===== config.mk =====
export PLATFORM = sky130hd
export DESIGN_NAME = ska_ram
export DESIGN_NICKNAME = d
export VERILOG_FILES = /design/src/rtl/ska_ram.sv
export SDC_FILE = /design/constraint.sdc
export NUM_CORES = 2
export LEC_CHECK = 0
export BUFFER_PORTS_ARGS = -buffer_cell sky130_fd_sc_hd__buf_4
export CELL_PAD_IN_SITES_DETAIL_PLACEMENT = 1
export CELL_PAD_IN_SITES_GLOBAL_PLACEMENT = 2
export CORE_UTILIZATION = 46
export DETAILED_ROUTE_END_ITERATION = 12
export HOLD_SLACK_MARGIN = 0.03
export PLACE_DENSITY = 0.79
export SYNTH_ARGS = -nofsm -noshare
export SYNTH_HDL_FRONTEND = slang
export SYNTH_SLANG_ARGS = --single-unit

===== constraint.sdc =====
create_clock -name clk -period 2.6 [get_ports clk]
set_input_delay 0.26 -clock clk [delete_from_list [all_inputs] [get_ports clk]]
set_output_delay 0.26 -clock clk [all_outputs]
set_load 0.005 [all_outputs]

===== src/rtl/ska_ram.sv =====
// ----------------------------------------------------------------------------
// ska_ram
// generic single port ram, synchronous write, registered read
// ----------------------------------------------------------------------------
module ska_ram #(
	parameter int WIDTH = 8,
	parameter int DEPTH = 256
) (
	input  logic                     clk,
	input  logic                     wr_en,
	input  logic [$clog2(DEPTH)-1:0] addr,
	input  logic [WIDTH-1:0]         wr_data,
	output logic [WIDTH-1:0]         rd_data
);

	logic [WIDTH-1:0] mem [DEPTH];

	always_ff @(posedge clk) begin
		if (wr_en) begin
			mem[addr] <= wr_data;
		end
		rd_data <= mem[addr];
	end

endmodule


### Yosys cells after proc, flatten, opt, wreduce, memory -nomap -nowiden

Memory sizes are Yosys's and may differ from the RTL's. A register that Yosys moved wholly into a read port is not among the register bits.
Cells that the tools add are included.

* mux-type cells: 2

Operator list (number)
* 2-to-1 mux 1 bit: 2

* register bits: 0
* bits in writable memories: 2048
* memories kept: 1

Memories
* mem: words 256, width 8, read ports 1, clocked after Yosys merged registers in 1, write ports 1, RTL line 16 `logic [WIDTH-1:0] mem [DEPTH];`

### Longest topological paths before layout

* depth in word-level cells: 2
* gate-level depth with buffers: 10
* mapped depth without buffers: 5

### Worst setup path before layout

OpenSTA, ideal clock, no wires.

* path type: input to register
* from: input addr[1]
* to: memory mem[111][0] (enable)
* setup time: 0.370 ns
* arrival time: 2.109 ns
* required time: 2.230 ns
* setup slack: 0.121 ns
* stages: 9
* path buffers: 5
* cell sequence: buf_2 > clkbuf_1 > clkbuf_1 > nand2_1 > buf_2 > nor2_1 > nand2_1 > clkbuf_1 > nor2_1

RTL lines
* start, declared: RTL line 11 `input logic [$clog2(DEPTH)-1:0] addr,`
* end, declared: RTL line 16

No word-level cell before the write port.

==> summary.txt <==
Place
  – # port buffers: 25
  – Final weighted congestion of routability-driven global placement: 0.815
  – Total placed cells including tap cells: 6184
  – Area of placed instances: approximately 0.086 sq mm
  – HPWL reported at the end of detailed placement: approximately 140000 um

Power and ir drop
  – Power Internal: 54500 uW
  – Fraction of power consumed by sequential logic: 0.528
  – Power Density: 744 mW/mm^2
  – Part of the power in the clock network: 0.420
  – Gate power share: 0.052
  – Leakage power summed over all cells: 0.0296 uW
  – Net switching fraction of the power: 0.213
  – Net switching power figure: 14800 uW
  – Largest vdd supply drop: 0.787 mV

Clock tree
  – Root Buffer: sky130_fd_sc_hd__clkbuf_16
  – Max clock buf depth: 3
  – TritonCTS buffer count: 204
  – Clock network latency to the later pin of the worst-skew pair: 860 ps
  – Clock Sinks: 2056
  – Worst-path clk slew: 60 ps
  – Clock tree from TritonCTS: done
  – H-tree levels: 4

Synth
  – Portion of netlist area occupied by mux cells: 0.147
  – Cells after Synth: between 3000 and 4000
  – Top FF cell, synth: sky130_fd_sc_hd__edfxtp_1
  – Xor and xnor fraction of the mapped netlist area: 0
  – Compound-cell area share of the yosys netlist: 0.0362
  – Adder-cell share of the synthesized area: 0
  – Number of enable-type register cells in the synthesized netlist: 2048
  – Top cell type's share of synthesized area: 0.783
  – Largest family of logic cells by synthesized area: multiplexers
  – Mean Syn Cell Area: 22.1 sq um
  – Cell accounting for the most synthesized area: sky130_fd_sc_hd__edfxtp_1
  – Yosys synthesis warning count: 0
  – Flop and latch count out of synthesis: 2056
  – Most frequent cell after synthesis: sky130_fd_sc_hd__edfxtp_1
  – Distinct cell type count after synthesis: 22
  – Leading cell types by total area after synthesis: sky130_fd_sc_hd__edfxtp_1 (78%), sky130_fd_sc_hd__mux4_2 (15%), sky130_fd_sc_hd__a22oi_1 (2.4%)
  – Simple-gate portion of the synthesized area: 0.0173
  – Fraction of registers with async set or reset after synthesis: 0
  – Post-synthesis net count: 3565
  – Mapped cell area: 0.0785 sq mm
  – Top cells by instance count after synthesis: sky130_fd_sc_hd__edfxtp_1 (2048), sky130_fd_sc_hd__mux4_2 (512), sky130_fd_sc_hd__a22oi_1 (256)
  – Sequential fraction of the synthesis area: 0.786

Floorplanning
  – Die Span X: 415 um
  – Vert. Die Dim: 415 um
  – Area of the core: 0.169 sq mm
  – Die footprint: about 0.17 sq mm
  – Core Rows: 151
  – Number of placed I/O pins: 26
  – Starting Density: 0.463

Timing
  – Period utilization: 0.948
  – Highest attainable clock frequency: between 0.4 and 0.5 GHz
  – Count of final hold-check violations: 0
  – Minimum clock period after layout: 2470 ps
  – Setup repair after global routing missed its margin: no
  – Max-slew violation count: 0
  – Slew HR: 0.439
  – Post-route clock skew: 62.8 ps
  – Actual slew at the worst max-slew pin: approximately 840 ps
  – Total of endpoints with negative setup slack in the final report: 0
  – Final worst hold slack: 214 ps
  – Total Negative Setup Slacks: 0 ps

Routing
  – Number of vias per cell after detailed routing: 6.16
  – Wire length per cell: 32.6 um
  – Number of vias after detailed routing: 40400
  – Remaining number of nets flagged by the antenna check after routing: 0
  – First-iteration detailed-routing DRC count: 4577
  – Overall routed net length: about 210000 um
  – Detailed-route DRC error count: 0
  – First drt pass iteration count: 5

Worst setup path
  – Worst path arrival time: 3200 ps
  – Worst setup path category: reg2reg
  – Flop2flop setup slack: 130 ps
  – Beginning of the worst register-to-register path: mem[45][0]$_DFFE_PP_
  – Worst R2R End: rd_data[0]$_DFF_P_
  – Top fanout value on the critical path: 1
  – Crit start category: flip-flop
  – Depth of the most critical reg-to-reg path: 6
  – Worst Path Required: 3340 ps
  – CP Capture Type: flip-flop

Outcome
  – Outcome: completed

Layout
  – Post-route core utilization: 0.549
  – Layout overhead on the synthesized area: 18.6%
  – Sequential cell area: 0.0617 sq mm
  – Count of non-filler cells in the finished layout: roughly 6600
  – Area of combinational cells with multiple inputs: between 0.015 and 0.02 sq mm
  – Final nets: 4198
  – Total non-filler cell area in the finished layout: 0.0931 sq mm
  – Layout cells sized above 1: 0.337
  – Fill count: 14500

Min path
  – WHS Path Cells: 6
  – Hold Path Sink: rd_data[1]$_DFF_P_
  – Worst hold start: addr[6]
  – Path category of the worst min-delay check: in2reg

Job
  – Number of max-cap violations: 0

Global routing
  – Sum of overflow across all layers after global routing: 0
  – Global-route wire length before repair: 308000 um
  – Pin count of the biggest net entering global routing: 98
  – Gr usage total: 0.249
  – Antenna violations before repair: 4
  – Vias in the first global route: 42900
layer usage:
metal  share of wire  GRT usage  vias to the layer above
met3           0.075     0.0409                      366
met4           0.036     0.0899                        0
met2            0.50      0.418                     1862
met1            0.38      0.331                    21800
li1                -          -                    16300
met5               0          0                        -
cells by family after synthesis:
kind of cell,Yosys count
mux,512
compound gates,416
flops,2056
simple gates,330
buf+inv,233
registers in the layout (all words and copies together), names as in the netlist:
signal	count
mem	2048
rd_data	8
stage by stage:
stage | power (uW) | worst slack (ps)
5_1_grt | 70800 | 96.8
3_5_place_dp | 40900 | -780
6_report | 69200 | 135
2_1_floorplan | 38900 | 121
4_1_cts | 69700 | 37.4
3_3_place_gp | 40800 | -701
cell type report:
type / count / share of cell area
Inverter: 1 / 0.0000403
Clock inverter: 113 / 0.0129
Timing Repair Buffer: 659 / 0.0669
Antenna cell: 1 / 0.0000269
Tap cell: 2218 / 0.0298
Clock buffer: 250 / 0.0576
Sequential cell: 2056 / 0.663
Multi-Input combinational cell: 1258 / 0.170
layout by cell type, fill, tap and decap left out, types with 9 or more instances in the layout:
| master | synthesis | routed |
|---|---|---|
| sky130_fd_sc_hd__a21oi_1 | 128 | 128 |
| sky130_fd_sc_hd__clkbuf_16 | 0 | 208 |
| sky130_fd_sc_hd__a22oi_1 | 256 | 256 |
| sky130_fd_sc_hd__mux4_2 | 512 | 512 |
| sky130_fd_sc_hd__edfxtp_1 | 2048 | 2048 |
| sky130_fd_sc_hd__o41ai_1 | 32 | 26 |
| sky130_fd_sc_hd__nor3_1 | 30 | 30 |
| sky130_fd_sc_hd__nand3_1 | 13 | 10 |
| sky130_fd_sc_hd__bufinv_16 | 0 | 19 |
| sky130_fd_sc_hd__clkbuf_1 | 145 | 42 |
| sky130_fd_sc_hd__buf_4 | 16 | 546 |
| sky130_fd_sc_hd__buf_8 | 0 | 9 |
| sky130_fd_sc_hd__nor2_1 | 232 | 231 |
| sky130_fd_sc_hd__buf_12 | 0 | 95 |
| sky130_fd_sc_hd__clkinv_1 | 0 | 41 |
| sky130_fd_sc_hd__nand2_1 | 28 | 28 |
| sky130_fd_sc_hd__clkinv_2 | 0 | 34 |
how the worst max path moves through the flow:
| stage | slack, ps | endpoint | depth (start not counted) | start |
|---|---|---|---|---|
| 6_report | 130 | rd_data[0]$_DFF_P_ | 6 | mem[45][0]$_DFFE_PP_ |
| 5_1_grt | 100 | rd_data[0]$_DFF_P_ | 6 | mem[47][0]$_DFFE_PP_ |
| 4_1_cts | 40 | rd_data[7]$_DFF_P_ | 7 | mem[143][7]$_DFFE_PP_ |
| 3_5_place_dp | -780 | rd_data[3]$_DFF_P_ | 10 | addr[0] |
| 3_3_place_gp | -700 | rd_data[3]$_DFF_P_ | 9 | addr[0] |
| 2_1_floorplan | 120 | mem[111][0]$_DFFE_PP_ | 9 | addr[1] |
power by group through the flow:
stage / Sequential (uW) / Clock [uW] / Combinational, uW
3_5_place_dp: 37300 / 0 / 3570
2_1_floorplan: 37300 / 0 / 1620
3_3_place_gp: 37300 / 0 / 3470
6_report: 36600 / 29100 / 3590
4_1_cts: 36600 / 29400 / 3620
5_1_grt: 36600 / 30500 / 3760
worst max-delay path, stage by stage, from the launching register on:
cell	delay, ps
sky130_fd_sc_hd__edfxtp_1	370
sky130_fd_sc_hd__mux4_2	470
sky130_fd_sc_hd__a22oi_1	420
sky130_fd_sc_hd__a21oi_1	170
sky130_fd_sc_hd__o41ai_1	600
sky130_fd_sc_hd__buf_4	240
sky130_fd_sc_hd__nand4_1	90
timing repair:
action,4_1_cts,5_1_grt
gates resized for setup,3,3
hold endpoints to repair,501,0
endpoints found under the setup margin,2,3
cloned,0,0
hold buffers,8,0
buffers inserted,0,0
(Power assumes the default switching activity.)
